`src/hw/rtl/opd_pkg.sv`:
```
// ----------------------------------------------------------------------------
// opd_pkg
// Shared types and constants of the OOK pulse-width weather packet decoder.
// ----------------------------------------------------------------------------
package opd_pkg;

    localparam int FRAME_BITS = 44;
    localparam int CNT_W      = 6;

    // configuration register indexes
    localparam logic [1:0] CFG_SHORT_TIME = 2'd0;
    localparam logic [1:0] CFG_LONG_TIME  = 2'd1;
    localparam logic [1:0] CFG_TOLERANCE  = 2'd2;
    localparam logic [1:0] CFG_PROTOCOL   = 2'd3;

    // result status codes
    localparam logic [1:0] ST_DECODED = 2'd0;
    localparam logic [1:0] ST_BAD     = 2'd1;
    localparam logic [1:0] ST_UNKNOWN = 2'd2;

    // sensor type nibbles
    localparam logic [3:0] TYPE_TEMP  = 4'h0;
    localparam logic [3:0] TYPE_HUMID = 4'hE;

    typedef enum logic {
        EV_INCOMPLETE,
        EV_COMPLETE
    } ev_kind_t;

    // frame event passed from front to back
    typedef struct packed {
        ev_kind_t                kind;
        logic [FRAME_BITS-1:0]   code;
        logic [CNT_W-1:0]        length;
    } ev_t;

    // pulse matching setup handed to the front
    typedef struct packed {
        logic [15:0] short_time;
        logic [15:0] long_time;
        logic [16:0] short_tol;
        logic [16:0] long_tol;
    } tol_cfg_t;

    // one result item
    typedef struct packed {
        logic [1:0]            status;
        logic [3:0]            unit_type;
        logic [6:0]            unit_id;
        logic                  batt_weak;
        logic signed [11:0]    temperature_tenths;
        logic [7:0]            humidity_percent;
        logic                  checksum_ok;
        logic [FRAME_BITS-1:0] raw_code;
        logic [CNT_W-1:0]      bit_length;
        logic [7:0]            protocol_echo;
    } res_t;

endpackage

```
`src/hw/rtl/ook_pwm_weather_packet_decoder_unit.sv`:
```
// ----------------------------------------------------------------------------
// ook_pwm_weather_packet_decoder_unit
// Pulse-pair decoder for 44-bit OOK pulse-width weather sensor packets.
// ----------------------------------------------------------------------------
// A frame's result passes the event queue and the output register to m_tvalid.
// Throughput: one pulse pair per cycle while s_tready is high; the classifier
// is combinational. A full queue holds s_tready low, and so does each
// configuration write while the tolerance pipeline (multiply, then reciprocal
// divide by 100) settles. Reset clears frame state, the queue and the output
// valid flag, loads the register defaults and runs the same tolerance settle.
// ----------------------------------------------------------------------------
module ook_pwm_weather_packet_decoder_unit #(
    parameter int QUEUE_DEPTH = 2
) (
    input  logic        clk,
    input  logic        rst_n,
    // pulse pair stream
    input  logic        s_tvalid,
    output logic        s_tready,
    input  logic [31:0] s_tdata,   // high_duration[15:0], low_duration[31:16]
    input  logic        s_tlast,   // frame_end
    // result stream
    output logic        m_tvalid,
    input  logic        m_tready,
    // unit_type[3:0], unit_id[10:4], batt_weak[11],
    // temperature_tenths[23:12], humidity_percent[31:24], checksum_ok[32],
    // raw_code[76:33], bit_length[82:77], protocol_echo[90:83], zero[95:91]
    output logic [95:0] m_tdata,
    output logic [1:0]  m_tuser,   // status[1:0]
    // configuration write channel
    input  logic        cfg_valid,
    output logic        cfg_ready,
    input  logic [1:0]  cfg_index,
    input  logic [15:0] cfg_data
);

    // divide by 100 as (x >> 2) * ceil(2^26 / 25) >> 26, exact for x < 2^23
    localparam logic [21:0] RECIP_25 = 22'd2684355;

    // configuration registers
    logic [15:0] short_time_reg;
    logic [15:0] long_time_reg;
    logic [6:0]  tol_pct_reg;
    logic [7:0]  protocol_reg;

    // tolerance pipeline
    logic [22:0] short_prod_reg, long_prod_reg;
    logic [16:0] short_tol_reg, long_tol_reg;
    logic [42:0] short_quot, long_quot;
    logic [1:0]  settle_reg, settle_next;

    logic              cfg_fire;
    logic              in_fire;
    logic              ev_push, ev_pop, q_full, q_valid;
    opd_pkg::ev_t      ev_in, ev_out;
    opd_pkg::tol_cfg_t tol_cfg;
    opd_pkg::res_t     res;

    assign cfg_ready = 1'b1;
    assign cfg_fire  = cfg_valid && cfg_ready;

    // take no pair while tolerances settle or while the queue has no room
    assign s_tready = (settle_reg == '0) && !q_full;
    assign in_fire  = s_tvalid && s_tready;

    always_comb
    begin
        short_quot  = 43'(short_prod_reg[22:2]) * 43'(RECIP_25);
        long_quot   = 43'(long_prod_reg[22:2]) * 43'(RECIP_25);
        settle_next = settle_reg;
        if (cfg_fire)
        begin
            settle_next = 2'd2;
        end
        else if (settle_reg != '0)
        begin
            settle_next = settle_reg - 1'b1;
        end
    end

    always_ff @(posedge clk or negedge rst_n)
    begin
        if (!rst_n)
        begin
            short_time_reg <= 16'd550;
            long_time_reg  <= 16'd1100;
            tol_pct_reg    <= 7'd30;
            protocol_reg   <= 8'd0;
            settle_reg     <= 2'd2;
        end
        else
        begin
            settle_reg <= settle_next;
            if (cfg_fire)
            begin
                unique case (cfg_index)
                    opd_pkg::CFG_SHORT_TIME: short_time_reg <= cfg_data;
                    opd_pkg::CFG_LONG_TIME:  long_time_reg  <= cfg_data;
                    opd_pkg::CFG_TOLERANCE:  tol_pct_reg    <= cfg_data[6:0];
                    opd_pkg::CFG_PROTOCOL:   protocol_reg   <= cfg_data[7:0];
                endcase
            end
        end
    end

    // advance the tolerance pipeline every cycle; the settle count covers it
    always_ff @(posedge clk)
    begin
        short_prod_reg <= 23'(short_time_reg) * 23'(tol_pct_reg);
        long_prod_reg  <= 23'(long_time_reg) * 23'(tol_pct_reg);
        short_tol_reg  <= short_quot[42:26];
        long_tol_reg   <= long_quot[42:26];
    end

    assign tol_cfg.short_time = short_time_reg;
    assign tol_cfg.long_time  = long_time_reg;
    assign tol_cfg.short_tol  = short_tol_reg;
    assign tol_cfg.long_tol   = long_tol_reg;

    opd_front u_front (
        .clk           (clk),
        .rst_n         (rst_n),
        .in_fire       (in_fire),
        .high_duration (s_tdata[15:0]),
        .low_duration  (s_tdata[31:16]),
        .frame_end     (s_tlast),
        .tol_cfg       (tol_cfg),
        .ev_push       (ev_push),
        .ev            (ev_in)
    );

    opd_fifo #(
        .DEPTH (QUEUE_DEPTH)
    ) u_queue (
        .clk       (clk),
        .rst_n     (rst_n),
        .push      (ev_push),
        .push_data (ev_in),
        .full      (q_full),
        .pop       (ev_pop),
        .valid     (q_valid),
        .pop_data  (ev_out)
    );

    opd_back u_back (
        .clk             (clk),
        .rst_n           (rst_n),
        .ev_valid        (q_valid),
        .ev              (ev_out),
        .ev_pop          (ev_pop),
        .protocol_number (protocol_reg),
        .res_valid       (m_tvalid),
        .res_ready       (m_tready),
        .res             (res)
    );

    // pack result fields, lowest first
    assign m_tuser = res.status;
    assign m_tdata = {5'd0,
                      res.protocol_echo,
                      res.bit_length,
                      res.raw_code,
                      res.checksum_ok,
                      res.humidity_percent,
                      res.temperature_tenths,
                      res.batt_weak,
                      res.unit_id,
                      res.unit_type};

endmodule

```
`src/hw/rtl/opd_front.sv`:
```
// ----------------------------------------------------------------------------
// opd_front
// Classify pulse pairs, collect bits and emit one frame event per frame.
// ----------------------------------------------------------------------------
module opd_front (
    input  logic                clk,
    input  logic                rst_n,
    input  logic                in_fire,
    input  logic [15:0]         high_duration,
    input  logic [15:0]         low_duration,
    input  logic                frame_end,
    input  opd_pkg::tol_cfg_t   tol_cfg,
    output logic                ev_push,
    output opd_pkg::ev_t        ev
);

    logic [opd_pkg::FRAME_BITS-1:0] shift_reg, shift_next;
    logic [opd_pkg::CNT_W-1:0]      count_reg, count_next;
    logic                           finished_reg, finished_next;

    logic                           hi_short, hi_long, lo_short, lo_long;
    logic                           is_zero, is_one;
    logic [opd_pkg::FRAME_BITS-1:0] shifted;
    logic [opd_pkg::CNT_W-1:0]      count_inc;

    function automatic logic near_enough(input logic [15:0] d, input logic [15:0] n,
                                         input logic [16:0] tol);
        logic [15:0] diff;
        diff = (d > n) ? (d - n) : (n - d);
        return ({1'b0, diff} < tol);
    endfunction

    always_comb
    begin
        hi_short  = near_enough(high_duration, tol_cfg.short_time, tol_cfg.short_tol);
        hi_long   = near_enough(high_duration, tol_cfg.long_time, tol_cfg.long_tol);
        lo_short  = near_enough(low_duration, tol_cfg.short_time, tol_cfg.short_tol);
        lo_long   = near_enough(low_duration, tol_cfg.long_time, tol_cfg.long_tol);
        is_zero   = hi_short && lo_long;
        is_one    = hi_long && lo_short;
        // a pair that fits both symbols counts as a zero
        shifted   = {shift_reg[opd_pkg::FRAME_BITS-2:0], !is_zero};
        count_inc = count_reg + 1'b1;

        shift_next    = shift_reg;
        count_next    = count_reg;
        finished_next = finished_reg;
        ev_push       = 1'b0;
        ev.kind       = opd_pkg::EV_INCOMPLETE;
        ev.code       = shift_reg;
        ev.length     = count_reg;

        if (in_fire && !finished_reg)
        begin
            if (is_zero || is_one)
            begin
                shift_next = shifted;
                count_next = count_inc;
                ev.code    = shifted;
                ev.length  = count_inc;
                if (count_inc >= opd_pkg::CNT_W'(opd_pkg::FRAME_BITS))
                begin
                    ev.kind       = opd_pkg::EV_COMPLETE;
                    ev_push       = 1'b1;
                    finished_next = 1'b1;
                end
                else if (frame_end)
                begin
                    ev_push = 1'b1;
                end
            end
            else
            begin
                // bad pulse: report bits so far, drop the rest of the frame
                ev_push       = 1'b1;
                finished_next = 1'b1;
            end
        end

        if (in_fire && frame_end)
        begin
            shift_next    = '0;
            count_next    = '0;
            finished_next = 1'b0;
        end
    end

    always_ff @(posedge clk or negedge rst_n)
    begin
        if (!rst_n)
        begin
            shift_reg    <= '0;
            count_reg    <= '0;
            finished_reg <= 1'b0;
        end
        else
        begin
            shift_reg    <= shift_next;
            count_reg    <= count_next;
            finished_reg <= finished_next;
        end
    end

endmodule

```
`src/hw/rtl/opd_fifo.sv`:
```
// ----------------------------------------------------------------------------
// opd_fifo
// Short event queue between front and back.
// ----------------------------------------------------------------------------
module opd_fifo #(
    parameter int DEPTH = 2
) (
    input  logic          clk,
    input  logic          rst_n,
    input  logic          push,
    input  opd_pkg::ev_t  push_data,
    output logic          full,
    input  logic          pop,
    output logic          valid,
    output opd_pkg::ev_t  pop_data
);

    localparam int PTR_W = (DEPTH > 1) ? $clog2(DEPTH) : 1;
    localparam int CNT_W = $clog2(DEPTH + 1);
    localparam logic [PTR_W-1:0] LAST_PTR = PTR_W'(DEPTH - 1);

    opd_pkg::ev_t     mem_reg [DEPTH];
    logic [PTR_W-1:0] wr_ptr_reg, wr_ptr_next;
    logic [PTR_W-1:0] rd_ptr_reg, rd_ptr_next;
    logic [CNT_W-1:0] count_reg, count_next;

    assign full     = (count_reg == CNT_W'(DEPTH));
    assign valid    = (count_reg != '0);
    assign pop_data = mem_reg[rd_ptr_reg];

    always_comb
    begin
        wr_ptr_next = wr_ptr_reg;
        rd_ptr_next = rd_ptr_reg;
        count_next  = count_reg;
        if (push)
        begin
            wr_ptr_next = (wr_ptr_reg == LAST_PTR) ? '0 : wr_ptr_reg + 1'b1;
        end
        if (pop)
        begin
            rd_ptr_next = (rd_ptr_reg == LAST_PTR) ? '0 : rd_ptr_reg + 1'b1;
        end
        priority if (push && !pop)
        begin
            count_next = count_reg + 1'b1;
        end
        else if (pop && !push)
        begin
            count_next = count_reg - 1'b1;
        end
        else
        begin
            count_next = count_reg;
        end
    end

    always_ff @(posedge clk or negedge rst_n)
    begin
        if (!rst_n)
        begin
            wr_ptr_reg <= '0;
            rd_ptr_reg <= '0;
            count_reg  <= '0;
        end
        else
        begin
            wr_ptr_reg <= wr_ptr_next;
            rd_ptr_reg <= rd_ptr_next;
            count_reg  <= count_next;
        end
    end

    always_ff @(posedge clk)
    begin
        if (push)
        begin
            mem_reg[wr_ptr_reg] <= push_data;
        end
    end

endmodule

```
`src/hw/rtl/opd_back.sv`:
```
// ----------------------------------------------------------------------------
// opd_back
// Decode frame events into result items and hold them in the output register.
// ----------------------------------------------------------------------------
module opd_back (
    input  logic          clk,
    input  logic          rst_n,
    input  logic          ev_valid,
    input  opd_pkg::ev_t  ev,
    output logic          ev_pop,
    input  logic [7:0]    protocol_number,
    output logic          res_valid,
    input  logic          res_ready,
    output opd_pkg::res_t res
);

    logic          out_valid_reg, out_valid_next;
    opd_pkg::res_t res_reg, res_next;

    logic [3:0]  nib_type, nib_h, nib_t, nib_o;
    logic [10:0] value;
    logic [23:0] hum_prod;
    logic [6:0]  nib_sum;

    assign ev_pop    = ev_valid && (!out_valid_reg || res_ready);
    assign res_valid = out_valid_reg;
    assign res       = res_reg;

    always_comb
    begin
        nib_type = ev.code[39:36];
        nib_h    = ev.code[27:24];
        nib_t    = ev.code[23:20];
        nib_o    = ev.code[19:16];
        value    = 11'(nib_h) * 11'd100 + 11'(nib_t) * 11'd10 + 11'(nib_o);
        // value / 10 by reciprocal, exact for every 11-bit value
        hum_prod = 24'(value) * 24'd6554;
        nib_sum  = 7'(ev.code[39:36]) + 7'(ev.code[35:32]) + 7'(ev.code[31:28])
                 + 7'(ev.code[27:24]) + 7'(ev.code[23:20]) + 7'(ev.code[19:16])
                 + 7'(ev.code[15:12]) + 7'(ev.code[11:8]);

        res_next            = '0;
        res_next.raw_code   = ev.code;
        res_next.bit_length = ev.length;
        res_next.status     = opd_pkg::ST_BAD;

        if (ev.kind == opd_pkg::EV_COMPLETE)
        begin
            res_next.unit_type = nib_type;
            if (nib_type != opd_pkg::TYPE_TEMP && nib_type != opd_pkg::TYPE_HUMID)
            begin
                res_next.status = opd_pkg::ST_UNKNOWN;
            end
            else
            begin
                res_next.status        = opd_pkg::ST_DECODED;
                res_next.unit_id       = ev.code[35:29];
                res_next.batt_weak     = !ev.code[28];
                res_next.checksum_ok   = ({1'b0, nib_sum} == ev.code[7:0]);
                res_next.protocol_echo = protocol_number;
                if (nib_type == opd_pkg::TYPE_TEMP)
                begin
                    res_next.temperature_tenths = 12'({1'b0, value} - 12'd500);
                end
                else
                begin
                    res_next.humidity_percent = hum_prod[23:16];
                end
            end
        end

        out_valid_next = out_valid_reg;
        if (ev_pop)
        begin
            out_valid_next = 1'b1;
        end
        else if (res_ready)
        begin
            out_valid_next = 1'b0;
        end
    end

    always_ff @(posedge clk or negedge rst_n)
    begin
        if (!rst_n)
        begin
            out_valid_reg <= 1'b0;
        end
        else
        begin
            out_valid_reg <= out_valid_next;
        end
    end

    always_ff @(posedge clk)
    begin
        if (ev_pop)
        begin
            res_reg <= res_next;
        end
    end

endmodule

```
`config.mk`:
```
export PLATFORM = sky130hd
export DESIGN_NAME = ook_pwm_weather_packet_decoder_unit
export DESIGN_NICKNAME = d
export VERILOG_FILES = /design/src/hw/rtl/opd_pkg.sv /design/src/hw/rtl/ook_pwm_weather_packet_decoder_unit.sv /design/src/hw/rtl/opd_front.sv /design/src/hw/rtl/opd_fifo.sv /design/src/hw/rtl/opd_back.sv
export SDC_FILE = /design/constraint.sdc
export NUM_CORES = 2
export LEC_CHECK = 0
export BUFFER_PORTS_ARGS = -buffer_cell sky130_fd_sc_hd__buf_2
export CAP_MARGIN = 40
export CORE_UTILIZATION = 35
export CTS_BUF_LIST = sky130_fd_sc_hd__clkbuf_16
export DETAILED_ROUTE_END_ITERATION = 16
export GPL_TIMING_DRIVEN = 0
export PLACE_DENSITY = 0.56
export SLEW_MARGIN = 10
export SYNTH_ARGS = -nofsm -noshare
export SYNTH_HDL_FRONTEND = slang
export SYNTH_SLANG_ARGS = --single-unit
```
`constraint.sdc`:
```
create_clock -name clk -period 26.6 [get_ports clk]
set_input_delay 1.33 -clock clk [delete_from_list [all_inputs] [get_ports clk]]
set_output_delay 1.33 -clock clk [all_outputs]
set_load 0.05 [all_outputs]
```
==> summary.md <==
| Metric | Value |
|---|---|
| Final setup TNS | 0 ns |
| Hold Path Class | flip-flop to flip-flop |
| Post-CTS setup buffers | 0 |
| Clock-pin slew of the registers on the worst-case setup and hold paths | 0.06 ns |
| Crit path time final | 10.24 ns |
| EDFF count, synth | 195 |
| Fraction of layout cells with a size suffix above 1 | 9.031% |
| Slowest CP cell | xnor2_1 |
| Drt first pass iters | 6 |
| Period utilisation layout | 38.50% |
| # rows | 130 |
| CP bufs+invs | 8 |
| Top_reg_cell synth | edfxtp_1 |
| Required time worst endpoint | 26.95 ns |
| Core Area | 126100 um2 |
| H-tree levels | 2 |
| Most frequent cells in the layout | inv_1, ha_1, fa_1, nand2_1, edfxtp_1 |
| Seq/Total Area, Yosys | 22.46% |
| Post-CTS Hold Fix Bufs | 0 |
| Fmax | 97.65 MHz |
| Vias | 30470 |
| Synth area leaders | fa_1, ha_1, edfxtp_1 |
| Setup CP Type | flip-flop to flip-flop |
| CTS Buf Count | 46 |
| Final setup fails | 0 |
| # DRC | 0 |
| Yosys top cell area share | 22.93% |
| Fin area | 49210 um2 |
| PostCTS Resize Cnt | 0 |
| Worst-margin pin slew | 0.7902 ns |
| Seq cells post-synth | 376 |
| Startpoint types | flip-flop |
| Cell variety after synth | 83 |
| DR iter-0 viols | 1896 |
| GRT Total Usage | 18.24% |
| CTS Root Cell | clkbuf_16 |
| Largest register FFs | 102 |
| Die width | 359 um |
| Wire per inst | 18.61 um |
| Post-place instance area | 47630 um2 |
| YS warnings | 0 |
| Number of buffers added on ports | 149 |
| Largest net degree at the start of global routing | 78 |
| Post-route insts no fill | 6204 |
| First-pass GRT wire length | 182.9 mm |
| Final setup skew | 0.05622 ns |
| Chip Height | 359 um |
| Max_cap viols | 0 |
| Drt total wl | 115.4 mm |
| Status | complete, no violations |
| Post-synthesis instance area | 44610 um2 |
| Routability Congestion | 0.9252 |
| Post-Place Cells | 6104 |
| Commonest non-fill, non-tap cell in the layout | inv_1 |
| Final hold violation count | 0 |
| Post-synth top area cell | fa_1 |
| Post-synthesis cell count | 4290 |
| Starting density of the core | 35.39% |
| Critical path endpoint category | flip-flop |
| Critical Path AT | 10.59 ns |
| I/O pins | 157 |
| Vias in the first global route | 31440 |
| FFs w/ async S/R, synth | 27.93% |
| Area grow syn2layout | 10.31% |
| RSZ-0062 raised after global routing | no |
| Antenna viol nets, final | 0 |
| Final layout net count | 5857 |
| Max-slew violations | 0 |
| Worst slew margin | 45.82% |
| Crit-path leading delay family | adder cells |
| CP max FO | 10 |
| Final HPWL DP | 98.38 mm |
| Clk_lat worst skew | 0.65 ns |
| Full die area | 128900 um2 |
| Clk buf depth | 3 |
| Initial antenna violation count | 26 |
| Post-Syn Area per Cell | 10.40 um2 |
| Sink Count | 376 |
| Gr ovfl total | 0 |
| Vias per cell | 4.912 |
| CTS tree | yes |
| Slowest Stage Delay on Critical Path | 0.58 ns |
## final timing paths
kind | start | to | slack (ns) | depth (start not counted)
max | u_queue.rd_ptr_reg | u_back.res[66] | 16.36 | 34
min | protocol_reg[5] | protocol_reg[5] | 0.49 | 1
min reg2reg | protocol_reg[5] | protocol_reg[5] | 0.49 | 1
max reg2reg | u_queue.rd_ptr_reg | u_back.res[66] | 16.36 | 34
min in group asynchronous | rst_n | short_time_reg[15] | 0.58 | 1
max in group asynchronous | rst_n | short_time_reg[9] | 25.24 | 2
## area by class of cell
class | count | area [um2]
Inverter | 841 | 3159
Fill cell | 12430 | 76850
Tap cell | 1650 | 2064
Clock inverter | 38 | 342.8
Sequential cell | 376 | 10020
Timing Repair Buffer | 160 | 920.9
Clock buffer | 48 | 1201
Antenna cell | 14 | 35.03
Multi-Input combinational cell | 2969 | 31000
Buffer | 108 | 460.4
## routing by layer
| metal | share of wire [%] | track usage, % | vias up |
|---|---|---|---|
| met1 | 47 | 26.02 | 15040 |
| met4 | 1.9 | 3.602 | 22 |
| met2 | 45 | 29.20 | 678 |
| met3 | 6.6 | 2.789 | 129 |
| li1 | - | - | 14600 |
| met5 | 0.10 | 0 | - |
## worst register-to-register path, delay by kind of cell, from the launching register on
family,cells,cell delay (ns)
AOI/OAI and AO/OA,9,1.91
xor gates and xnor gates,3,1.03
adders and majority gates,10,3.97
buffers and inverters,8,2.09
DFF,1,0.34
muxes,1,0.30
and+or+nand+nor,3,0.35
## stage by stage
step / hold WS (ns) / worst slack (ns) / util [%]
floorplan: 0.4492 / 17.57 / -
global placement: 0.4597 / 15.45 / 37.63
detailed placement: 0.4868 / 16.26 / 37.78
CTS: 0.4996 / 16.25 / 39.01
global route: 0.5083 / 15.63 / 39.01
finish: 0.4931 / 16.36 / 39.03
## synth_stat cells (18+ instances only)
cell type  instances
a211oi_1          18
a21o_1           107
a21oi_1          181
a31oi_1           31
and2_1           127
and3_1            18
clkbuf_1          80
dfrtp_1           92
dfxtp_1           76
edfxtp_1         195
fa_1             511
ha_1             788
inv_1            841
mux2_2           117
mux2i_1           49
nand2_1          255
nand3_1           30
nand4_1           26
nor2_1           127
nor2b_1           24
nor3_1            35
o21a_1            35
o21ai_0           97
o21bai_1          29
xnor2_1          108
xor2_1            61
## logic make-up (layout without fill, tap and decap cells)
group | after synthesis | count (layout) | synth area share (%)
adders and majority gates | 1299 | 1299 | 45.04
buffers and inverters | 949 | 1195 | 8.109
and+or+nand+nor | 716 | 716 | 7.879
AOI/OAI and AO/OA | 607 | 607 | 8.880
DFF | 376 | 376 | 22.46
xor gates and xnor gates | 172 | 172 | 3.470
muxes | 169 | 169 | 4.146
other | 2 | 20 | 0.01684
Power is left out: the tool's default activity adds up to more than one toggle a clock period on the data nets, which glitch-free logic cannot reach.
